--- src/sv/ratio_scaler_mul_div_defines.svh ---
// Assertion macros for the ratio scaler RTL, used by rsmd_out.
`ifndef RATIO_SCALER_MUL_DIV_DEFINES_SVH
`define RATIO_SCALER_MUL_DIV_DEFINES_SVH

// Same-cycle implication, sampled on clk, off during reset.
`define RSMD_ASSERT_IMP(label, ante, cons) \
  label: assert property (@(posedge clk) disable iff (!rst_n) (ante) |-> (cons)) \
    else $error("rsmd: same-cycle check failed");

// Next-cycle implication, sampled on clk, off during reset.
`define RSMD_ASSERT_NXT(label, ante, cons) \
  label: assert property (@(posedge clk) disable iff (!rst_n) (ante) |=> (cons)) \
    else $error("rsmd: next-cycle check failed");

`endif

--- src/sv/rsmd_pkg.sv ---
// Shared constants and types for the ratio scaler pipeline.
package rsmd_pkg;

  localparam int WORD_BITS     = 16;
  localparam int PROD_BITS     = 2 * WORD_BITS;
  localparam int DIV_STEPS     = PROD_BITS;
  localparam int OP_BITS       = 2;
  localparam int IN_DATA_BITS  = ((3 * WORD_BITS + 7) / 8) * 8;
  localparam int OUT_DATA_BITS = ((WORD_BITS + 7) / 8) * 8;

  localparam logic [OP_BITS-1:0] OP_SIGNED   = 2'd0;
  localparam logic [OP_BITS-1:0] OP_UNSIGNED = 2'd1;
  localparam logic [OP_BITS-1:0] OP_ROUND    = 2'd2;

  // One transaction on its way through the divider stages.
  typedef struct packed {
    logic [WORD_BITS-1:0] rem;
    logic [PROD_BITS-1:0] dvd;
    logic [WORD_BITS-1:0] quot;
    logic [WORD_BITS-1:0] qmag;
    logic                 neg;
    logic                 dz;
  } div_item_t;

endpackage

--- src/sv/ratio_scaler_mul_div.sv ---
// Ratio scaler: pipelined x*p/q with signed, unsigned and rounded modes.
//
// in_tvalid/in_tready/in_tdata/in_tuser carry one operand transaction:
// in_tuser is the opcode, in_tdata holds x, p and q. out_tvalid/out_tready
// carry the result: out_tdata is the low word of the quotient, out_tuser
// flags a zero divisor (the quotient is then zero).
// Pipeline: four operand/multiply/round/magnitude stages, 32 restoring
// divide stages at one quotient bit each, then one output register.
// Throughput: one transaction per cycle while in_tready is high; the divider chain sets the depth.
// Reset clears every valid bit; nothing is in flight afterwards.
// When the receiver stalls, the output register holds its transaction and
// one more lands in a skid slot; the pipeline then freezes and in_tready
// drops until the slot drains. Nothing is lost or repeated.
module ratio_scaler_mul_div (
  input  logic                                 clk,
  input  logic                                 rst_n,
  input  logic                                 in_tvalid,
  output logic                                 in_tready,
  // value_in, multiplier, divisor (lowest first)
  input  logic [rsmd_pkg::IN_DATA_BITS-1:0]    in_tdata,
  // opcode
  input  logic [rsmd_pkg::OP_BITS-1:0]         in_tuser,
  output logic                                 out_tvalid,
  input  logic                                 out_tready,
  // scaled, zero padded
  output logic [rsmd_pkg::OUT_DATA_BITS-1:0]   out_tdata,
  // divide_by_zero
  output logic                                 out_tuser
);

  localparam int W = rsmd_pkg::WORD_BITS;
  localparam int N = rsmd_pkg::DIV_STEPS;

  logic                   adv;
  logic                   stg_v [0:N];
  rsmd_pkg::div_item_t    stg_d [0:N];
  logic [W-1:0]           res;

  assign in_tready = adv;

  rsmd_front u_front (
    .clk     (clk),
    .rst_n   (rst_n),
    .adv     (adv),
    .in_v    (in_tvalid),
    .in_op   (in_tuser),
    .in_x    (in_tdata[W-1:0]),
    .in_p    (in_tdata[2*W-1:W]),
    .in_q    (in_tdata[3*W-1:2*W]),
    .out_v_r (stg_v[0]),
    .out_d_r (stg_d[0])
  );

  for (genvar i = 0; i < N; i++) begin : g_div
    rsmd_div_step u_step (
      .clk     (clk),
      .rst_n   (rst_n),
      .adv     (adv),
      .in_v    (stg_v[i]),
      .in_d    (stg_d[i]),
      .out_v_r (stg_v[i+1]),
      .out_d_r (stg_d[i+1])
    );
  end

  rsmd_out u_out (
    .clk        (clk),
    .rst_n      (rst_n),
    .push_v     (stg_v[N]),
    .push_d     (stg_d[N]),
    .adv        (adv),
    .out_v_r    (out_tvalid),
    .res_r      (res),
    .dz_r       (out_tuser),
    .out_tready (out_tready)
  );

  assign out_tdata = rsmd_pkg::OUT_DATA_BITS'(res);

endmodule

--- src/sv/rsmd_div_step.sv ---
// One registered restoring-division step: one quotient bit per stage.
module rsmd_div_step (
  input  logic                clk,
  input  logic                rst_n,
  input  logic                adv,
  input  logic                in_v,
  input  rsmd_pkg::div_item_t in_d,
  output logic                out_v_r,
  output rsmd_pkg::div_item_t out_d_r
);

  logic [rsmd_pkg::WORD_BITS:0]   trial;
  logic [rsmd_pkg::WORD_BITS:0]   diff;
  logic                           ge;
  rsmd_pkg::div_item_t            d_nxt;

  always_comb begin
    trial = {in_d.rem, in_d.dvd[rsmd_pkg::PROD_BITS-1]};
    diff  = trial - {1'b0, in_d.qmag};
    ge    = (trial >= {1'b0, in_d.qmag});
    d_nxt = in_d;
    d_nxt.rem  = ge ? diff[rsmd_pkg::WORD_BITS-1:0] : trial[rsmd_pkg::WORD_BITS-1:0];
    d_nxt.dvd  = {in_d.dvd[rsmd_pkg::PROD_BITS-2:0], 1'b0};
    d_nxt.quot = {in_d.quot[rsmd_pkg::WORD_BITS-2:0], ge};
  end

  always_ff @(posedge clk) begin
    if (!rst_n) begin
      out_v_r <= 1'b0;
    end else if (adv) begin
      out_v_r <= in_v;
    end
  end

  always_ff @(posedge clk) begin
    if (adv) begin
      out_d_r <= d_nxt;
    end
  end

endmodule

--- src/sv/rsmd_front.sv ---
// Operand capture, multiply, rounding offset and sign/magnitude split.
module rsmd_front (
  input  logic                             clk,
  input  logic                             rst_n,
  input  logic                             adv,
  input  logic                             in_v,
  input  logic [rsmd_pkg::OP_BITS-1:0]     in_op,
  input  logic [rsmd_pkg::WORD_BITS-1:0]   in_x,
  input  logic [rsmd_pkg::WORD_BITS-1:0]   in_p,
  input  logic [rsmd_pkg::WORD_BITS-1:0]   in_q,
  output logic                             out_v_r,
  output rsmd_pkg::div_item_t              out_d_r
);

  localparam int W = rsmd_pkg::WORD_BITS;
  localparam int P = rsmd_pkg::PROD_BITS;

  // stage 1: operands
  logic                             v1_r;
  logic [rsmd_pkg::OP_BITS-1:0]     op1_r;
  logic [W-1:0]                     x1_r, p1_r, q1_r;

  // stage 2: product
  logic                             v2_r;
  logic [rsmd_pkg::OP_BITS-1:0]     op2_r;
  logic [P-1:0]                     prod2_r;
  logic [W-1:0]                     qmag2_r;
  logic                             qneg2_r, same2_r, dz2_r;

  // stage 3: rounded product
  logic                             v3_r;
  logic                             sgn3_r;
  logic [P-1:0]                     rnd3_r;
  logic [W-1:0]                     qmag3_r;
  logic                             qneg3_r, dz3_r;

  logic                             sgn1;
  logic signed [W:0]                xe, pe;
  logic signed [2*W+1:0]            prod_full;
  logic                             qneg1;
  logic [W-1:0]                     qmag1;
  logic [P-1:0]                     hm;
  logic [P-1:0]                     rnd_nxt;
  logic                             pneg;
  logic [P-1:0]                     pmag;
  rsmd_pkg::div_item_t              d_nxt;

  always_comb begin
    sgn1      = (op1_r != rsmd_pkg::OP_UNSIGNED);
    xe        = {sgn1 & x1_r[W-1], x1_r};
    pe        = {sgn1 & p1_r[W-1], p1_r};
    prod_full = xe * pe;
    qneg1     = sgn1 & q1_r[W-1];
    qmag1     = qneg1 ? -q1_r : q1_r;
  end

  always_comb begin
    hm = P'(qmag2_r[W-1:1]);
    if (op2_r == rsmd_pkg::OP_ROUND) begin
      rnd_nxt = (same2_r == qneg2_r) ? (prod2_r - hm) : (prod2_r + hm);
    end else begin
      rnd_nxt = prod2_r;
    end
  end

  always_comb begin
    pneg       = sgn3_r & rnd3_r[P-1];
    pmag       = pneg ? -rnd3_r : rnd3_r;
    d_nxt.rem  = '0;
    d_nxt.dvd  = pmag;
    d_nxt.quot = '0;
    d_nxt.qmag = qmag3_r;
    d_nxt.neg  = pneg ^ qneg3_r;
    d_nxt.dz   = dz3_r;
  end

  always_ff @(posedge clk) begin
    if (!rst_n) begin
      v1_r    <= 1'b0;
      v2_r    <= 1'b0;
      v3_r    <= 1'b0;
      out_v_r <= 1'b0;
    end else if (adv) begin
      v1_r    <= in_v;
      v2_r    <= v1_r;
      v3_r    <= v2_r;
      out_v_r <= v3_r;
    end
  end

  always_ff @(posedge clk) begin
    if (adv) begin
      op1_r   <= in_op;
      x1_r    <= in_x;
      p1_r    <= in_p;
      q1_r    <= in_q;

      op2_r   <= op1_r;
      prod2_r <= prod_full[P-1:0];
      qmag2_r <= qmag1;
      qneg2_r <= qneg1;
      same2_r <= (x1_r[W-1] == p1_r[W-1]);
      dz2_r   <= (q1_r == '0);

      sgn3_r  <= (op2_r != rsmd_pkg::OP_UNSIGNED);
      rnd3_r  <= rnd_nxt;
      qmag3_r <= qmag2_r;
      qneg3_r <= qneg2_r;
      dz3_r   <= dz2_r;

      out_d_r <= d_nxt;
    end
  end

endmodule

--- src/sv/rsmd_out.sv ---
// Quotient sign fix, output register and skid slot.
`include "ratio_scaler_mul_div_defines.svh"

module rsmd_out (
  input  logic                             clk,
  input  logic                             rst_n,
  input  logic                             push_v,
  input  rsmd_pkg::div_item_t              push_d,
  output logic                             adv,
  output logic                             out_v_r,
  output logic [rsmd_pkg::WORD_BITS-1:0]   res_r,
  output logic                             dz_r,
  input  logic                             out_tready
);

  localparam int W = rsmd_pkg::WORD_BITS;

  logic           skid_v_r;
  logic [W-1:0]   skid_res_r;
  logic           skid_dz_r;
  logic [W-1:0]   res_nxt;
  logic           push;

  assign adv  = !skid_v_r;
  assign push = push_v && adv;

  always_comb begin
    if (push_d.dz) begin
      res_nxt = '0;
    end else begin
      res_nxt = push_d.neg ? -push_d.quot : push_d.quot;
    end
  end

  always_ff @(posedge clk) begin
    if (!rst_n) begin
      out_v_r  <= 1'b0;
      skid_v_r <= 1'b0;
    end else if (skid_v_r) begin
      if (out_tready) begin
        skid_v_r <= 1'b0;
      end
    end else if (push) begin
      if (out_v_r && !out_tready) begin
        skid_v_r <= 1'b1;
      end else begin
        out_v_r <= 1'b1;
      end
    end else if (out_tready) begin
      out_v_r <= 1'b0;
    end
  end

  always_ff @(posedge clk) begin
    if (skid_v_r) begin
      if (out_tready) begin
        res_r <= skid_res_r;
        dz_r  <= skid_dz_r;
      end
    end else if (push) begin
      if (out_v_r && !out_tready) begin
        skid_res_r <= res_nxt;
        skid_dz_r  <= push_d.dz;
      end else begin
        res_r <= res_nxt;
        dz_r  <= push_d.dz;
      end
    end
  end

  `RSMD_ASSERT_IMP(a_skid_behind_out, skid_v_r, out_v_r)
  `RSMD_ASSERT_NXT(a_skid_drains, skid_v_r && out_tready, !skid_v_r)
  `RSMD_ASSERT_IMP(a_dz_gives_zero, out_v_r && dz_r, res_r == '0)
  `RSMD_ASSERT_NXT(a_stall_fills_skid, out_v_r && !out_tready && push, skid_v_r)

endmodule
--- config.mk ---
export PLATFORM = sky130hd
export DESIGN_NAME = ratio_scaler_mul_div
export DESIGN_NICKNAME = d
export VERILOG_FILES = /design/src/sv/rsmd_pkg.sv /design/src/sv/ratio_scaler_mul_div.sv /design/src/sv/rsmd_div_step.sv /design/src/sv/rsmd_front.sv /design/src/sv/rsmd_out.sv
export VERILOG_INCLUDE_DIRS = /design/src /design/src/sv
export SDC_FILE = /design/constraint.sdc
export NUM_CORES = 2
export LEC_CHECK = 0
export BUFFER_PORTS_ARGS = -buffer_cell sky130_fd_sc_hd__buf_2
export CAP_MARGIN = 20
export CORE_UTILIZATION = 40
export DETAILED_ROUTE_END_ITERATION = 7
export PLACE_DENSITY = 0.56
export SYNTH_ARGS = -nofsm -noshare
export SYNTH_HDL_FRONTEND = slang
export SYNTH_SLANG_ARGS = --single-unit
--- constraint.sdc ---
create_clock -name clk -period 54 [get_ports clk]
set_input_delay 5.4 -clock clk [delete_from_list [all_inputs] [get_ports clk]]
set_output_delay 5.4 -clock clk [all_outputs]
set_load 0.02 [all_outputs]
# Word-level counts from Yosys, hierarchy flattened
# Cells that the tools add are included.
# totals
register_bits,1964
input_bits,54
output_inout_bits,19
elab_cells,380
# classes
add_sub_neg,36
mul,1
n_lt_le_gt_ge,32
eq_ne,8
mux,52
bitwise,6
reduce_logical,10
# ops
op,n
2-to-1 mux 16 bit,37
greater-or-equal comparator 17 x 16 -> 1 bit,31
subtractor 16 bit,30
2-to-1 mux 32 bit,3
adder 32 x 15 -> 32 bit,1
multiplier 17 x 17 -> 32 bit,1
negation 16 bit,2
negation 32 bit,1
subtractor 32 x 15 -> 32 bit,1
greater-or-equal comparator 1 x 16 -> 1 bit,1
zero test 16 bit,1
subtractor 1 x 16 -> 16 bit,1
2-to-1 mux 1 bit,12
AND reduction 3 bit,3
"inequality test 2 x 1 -> 1 bit, second input constant",3
bitwise AND 1 bit,4
"inequality test 2 bit, second input constant",2
nonzero test 2 bit,2
== test 1 bit,2
"== test 2 bit, second input constant",1
logical AND 1 bit,2
zero test 1 bit,2
inverter 1 bit,1
XOR 1 bit,1

# Logic depth before layout (Yosys ltp)
# logic_depth
depth_word,6
mapped_depth,27
mapped_depth_nobuf,26

# Modules after synthesis
# From an unflattened synthesis, not the netlist that was laid out.
# hier_totals
cells_unflattened,9854
hier_area_um2,140737.5
# by_module_without_submodules
mod,instances,cells_per_inst,area_per_inst_um2,seq_area_each_um2
rsmd_div_step at g_div[0].u_step ...,28,243,3709.8,2452.4
rsmd_front,1,1928,20338.3,6206.0
rsmd_div_step at g_div[22].u_step ...,3,239,3671.0,2452.4
rsmd_div_step at g_div[21].u_step,1,246,3633.5,2452.4
rsmd_out,1,159,1878.1,1061.0

# Least setup slack after synthesis
# Ideal clock, no wire load.
# synth_path
path_kind,reg2reg
start,register u_out.skid_v_r
end,"register g_div[0].u_step.out_d_r[0] in the netlist's numbering, enable pin"
setup_ns,14.500
arrival_time_ns,34.619
required_ns,39.500
slack_ns,4.881
path_stages_with_launch,2
n_path_buf,0
synth_period_minus_slack_ns,49.119
cell_sequence,dfxtp_1 -> clkinv_1
# synth_lines
element,line,source
start: declaration,rsmd_out.sv:18,logic skid_v_r;
start signal: assignment,rsmd_out.sv:38,skid_v_r <= 1'b0;
start signal: assignment,rsmd_out.sv:41,skid_v_r <= 1'b0;
start signal: assignment,rsmd_out.sv:45,skid_v_r <= 1'b1;
end signal: assignment,rsmd_div_step.sv:37,out_d_r <= d_nxt;
end: declaration,rsmd_div_step.sv:9,output rsmd_pkg::div_item_t out_d_r
# No word-level cell between the ends.

# Final worst setup path
# layout_path
start,register u_out.skid_v_r
end,output in_tready
# layout_via
elab_chain_cells,1
# layout_rtl
element,line,source
zero test 1 bit,rsmd_out.sv:24,assign adv = !skid_v_r;
end: declaration,ratio_scaler_mul_div.sv:18,"output logic in_tready,"
# Every way passes these cells.

==> impl_results.md <==
- Yosys cell types: 82
- Hold buffers post-CTS: 0
- Max VDD drop: 0.0570 mV
- Clock sinks: 1964
- XOR/XNOR share of the synthesized area: 3.61%
- Top-count cell post-synth: edfxtp_1
- Fmax: 129 MHz
- Ratio of cells with drive above 1 in the final layout: 10.6%
- EDFF count, synth: 1926
- Proportion of synthesized area in mux cells: slightly above 5%
- R2r endpoint: u_front.prod2_r[31]
- Clk pin slew, worst setup/hold paths: 60 ps
- Worst Setup SP: u_out.skid_v_r
- Flops & latches, synth: 1964
- Mapped Area: approximately 100000 µm²
- Die area: between 200000 and 300000 µm²
- Crit Path Max Fanout: 65
- Status: finished, final reports clean
- Post-CTS Resized: 0
- Post-Synth Adder-Cell Area: 13.5%
- Worst reg2reg path depth: 21
- Area grow syn2layout: 11.4%
- GP Congestion: 0.880
- Post-synth top area share: around 56%
- Synth Warn #: 0
- Die W: 511 µm
- Worst Hold Depth: 0
- Worst endpoint required time: 48600 ps
- Synth Flop Type: edfxtp_1
- Seq/Total Area, Yosys: 56.5%
- Avg Cell Area, Syn: 12.9 µm²
- Root Buffer: clkbuf_16
- Nets: 9251
- Part of the cycle the worst path needs: 14.4%
- Post-DP HPWL: around 150 mm
- First-pass GRT wire length: 333 mm
- Compound-Gate Fraction of Synth Area: between 7 and 8%
- Critical Path Source Type: flip-flop
- Detailed Route Iter0 Violations: approximately 4200
- # port buffers: 72
- Slew @ Worst Pin: 1080 ps
- IO Pins: 73
- Reg2Reg Launch Point: u_front.p1_r[15]
- Clock skew: 79.0 ps
- Hold Path End: g_div[5].u_step.out_d_r[49]
- Final Routed Wirelength: 207 mm
- Worst slack, placed: 46360 ps
- Pre-Repair DR Iteration Count: 5
- Synth area leader: edfxtp_1
- Slew headroom: 26.8%
- # DRC: 0
- Leakage power: 47.2 nW
- Grt ovf: 0
- PwrDens: 64.3 nW/µm²
- CTS tree: yes
- Top cells by count, synth: edfxtp_1, inv_1, ha_1
- Final setup viols: 0
- Area share of and/or/nand/nor cells after synthesis: a little under a tenth
- RSZ-0062 raised after global routing: false
- Final worst setup slack: about 46000 ps
- Min-delay worst type: flip-flop to flip-flop
- Core Rows: 186
- Fin Setup TNS: 0 ps
- Htree depth: 4
- Placed insts: roughly 11000
- Main combinational cell family by area after synthesis: adder cells
- CTS Buf Count: 222
- Ys async rst share: 0%
- Largest net degree at the start of global routing: 202
- GRT Total Usage: 15.7%
- Post-Layout Cell Count: 11800
- WS Path Type: flip-flop to output port
- DR WL/cell: 17.5 µm
- Core ar.: 257000 µm²
- Reg2reg setup slack: 46390 ps
- CTS Buffer Depth: 4
- Clock latency on the worst-skew pair: around 890 ps
- Synthesized net count: 9051
- Setup Buffers After CTS: 0
- Crit end category: output port
- Slew Limit Fails: 0
- Vias per inst: 5.15
- Post-Syn Instances: 8067
- Synth top area cells: edfxtp_1, ha_1, fa_1
- Die Span Y: 511 µm
- Worst hold start: g_div[4].u_step.out_d_r[48]
- Worst EP arrival: 2380 ps
- Vias in the first global route: 61600
- Max_cap viols: 0
- Final hold violations: 0
- DRT antenna net count: 0
- Via count: about 61000
- Min Tclk post-route: around 7800 ps
- Initial antenna violation count: 3
- Initial Utilization: 40.3%
cell families after synthesis:
| kind of cell | count (synthesis) |
|---|---|
| xor gates and xnor gates | 427 |
| buffers and inverters | 1156 |
| adders and majority gates | 930 |
| DFF | 1964 |
| AOI/OAI and AO/OA | 1220 |
| and+or+nand+nor | 1886 |
| muxes | 484 |
metrics by stage:
stage | hold WS (ps) | util [%] | power (mW) | instance area [µm²]
global route | 339 | 44.9 | 8.00 | 115000
floorplan | 400 | - | 5.15 | 104000
CTS | 323 | 44.9 | 7.51 | 115000
detailed placement | 405 | 42.0 | 5.93 | 108000
global placement | 400 | 42.0 | 5.87 | 108000
finish | 341 | 44.9 | 7.43 | 115000
critical path: stages (launching register included):
cell and delay (ps):
dfxtp_4 980, inv_8 170, buf_2 310
layer usage:
metal | wire, µm | share of wire (%) | track usage, % | up-vias
li1 | - | - | - | 29600
met1 | 93300 | 45 | 20.6 | 29700
met2 | 99800 | 48 | 26.7 | 1166
met3 | 7970 | 3.8 | 2.08 | 371
met4 | 6210 | 3.0 | 5.13 | 0
met5 | 0 | 0 | 0 | -
cell usage in the layout (no fill, tap or decap), drive strengths merged, types with 75 or more instances in the layout:
master     n
a21oi    378
and2     153
buf      116
clkbuf   270
edfxtp  1926
fa       313
ha       617
inv     1026
mux2     371
mux2i    113
nand2    436
nand2b   117
nand3    119
nand4    105
nor2     340
nor2b    145
nor3     175
o21ai    227
o31ai     75
or3       83
xnor2    270
xor2     157
flip-flops by register name (all words and copies together), names as in the netlist, 2 cells and up:
signal,cells
g_div.u_step.out_d_r,1688
g_div.u_step.out_v_r,32
u_front.op1_r,2
u_front.op2_r,2
u_front.out_d_r,50
u_front.p1_r,16
u_front.prod2_r,32
u_front.q1_r,16
u_front.qmag2_r,16
u_front.qmag3_r,16
u_front.rnd3_r,32
u_front.x1_r,16
u_out.res_r,16
u_out.skid_res_r,16
where the power goes:
part / switching (mW) / total (mW) / internal (mW) / leakage [nW]
clock: 0.599 / 1.52 / 0.919 / 3.58
combinational: 1.77 / 3.25 / 1.48 / 22.8
sequential: 0.233 / 2.66 / 2.43 / 20.8
final cells by class:
type | instances | area (µm²)
Clock buffer | 270 | 5920
Timing Repair Buffer | 116 | 736
Antenna cell | 1 | 2.50
Multi-Input combinational cell | 4947 | 40700
Fill cell | 23000 | 142000
Clock inverter | 123 | 1450
Inverter | 1016 | 3820
Sequential cell | 1964 | 58600
Tap cell | 3384 | 4230
worst max path at each step:
stage,end,slack (ps),depth (start not counted)
global placement,u_front.prod2_r[31],46310,21
floorplan,g_div[0].u_step.out_d_r[0],4880,1
CTS,in_tready,46100,2
finish,in_tready,46220,2
detailed placement,u_front.prod2_r[31],46360,21
global route,u_front.prod2_r[31],45860,21
Power figures use the tool's default switching activity.
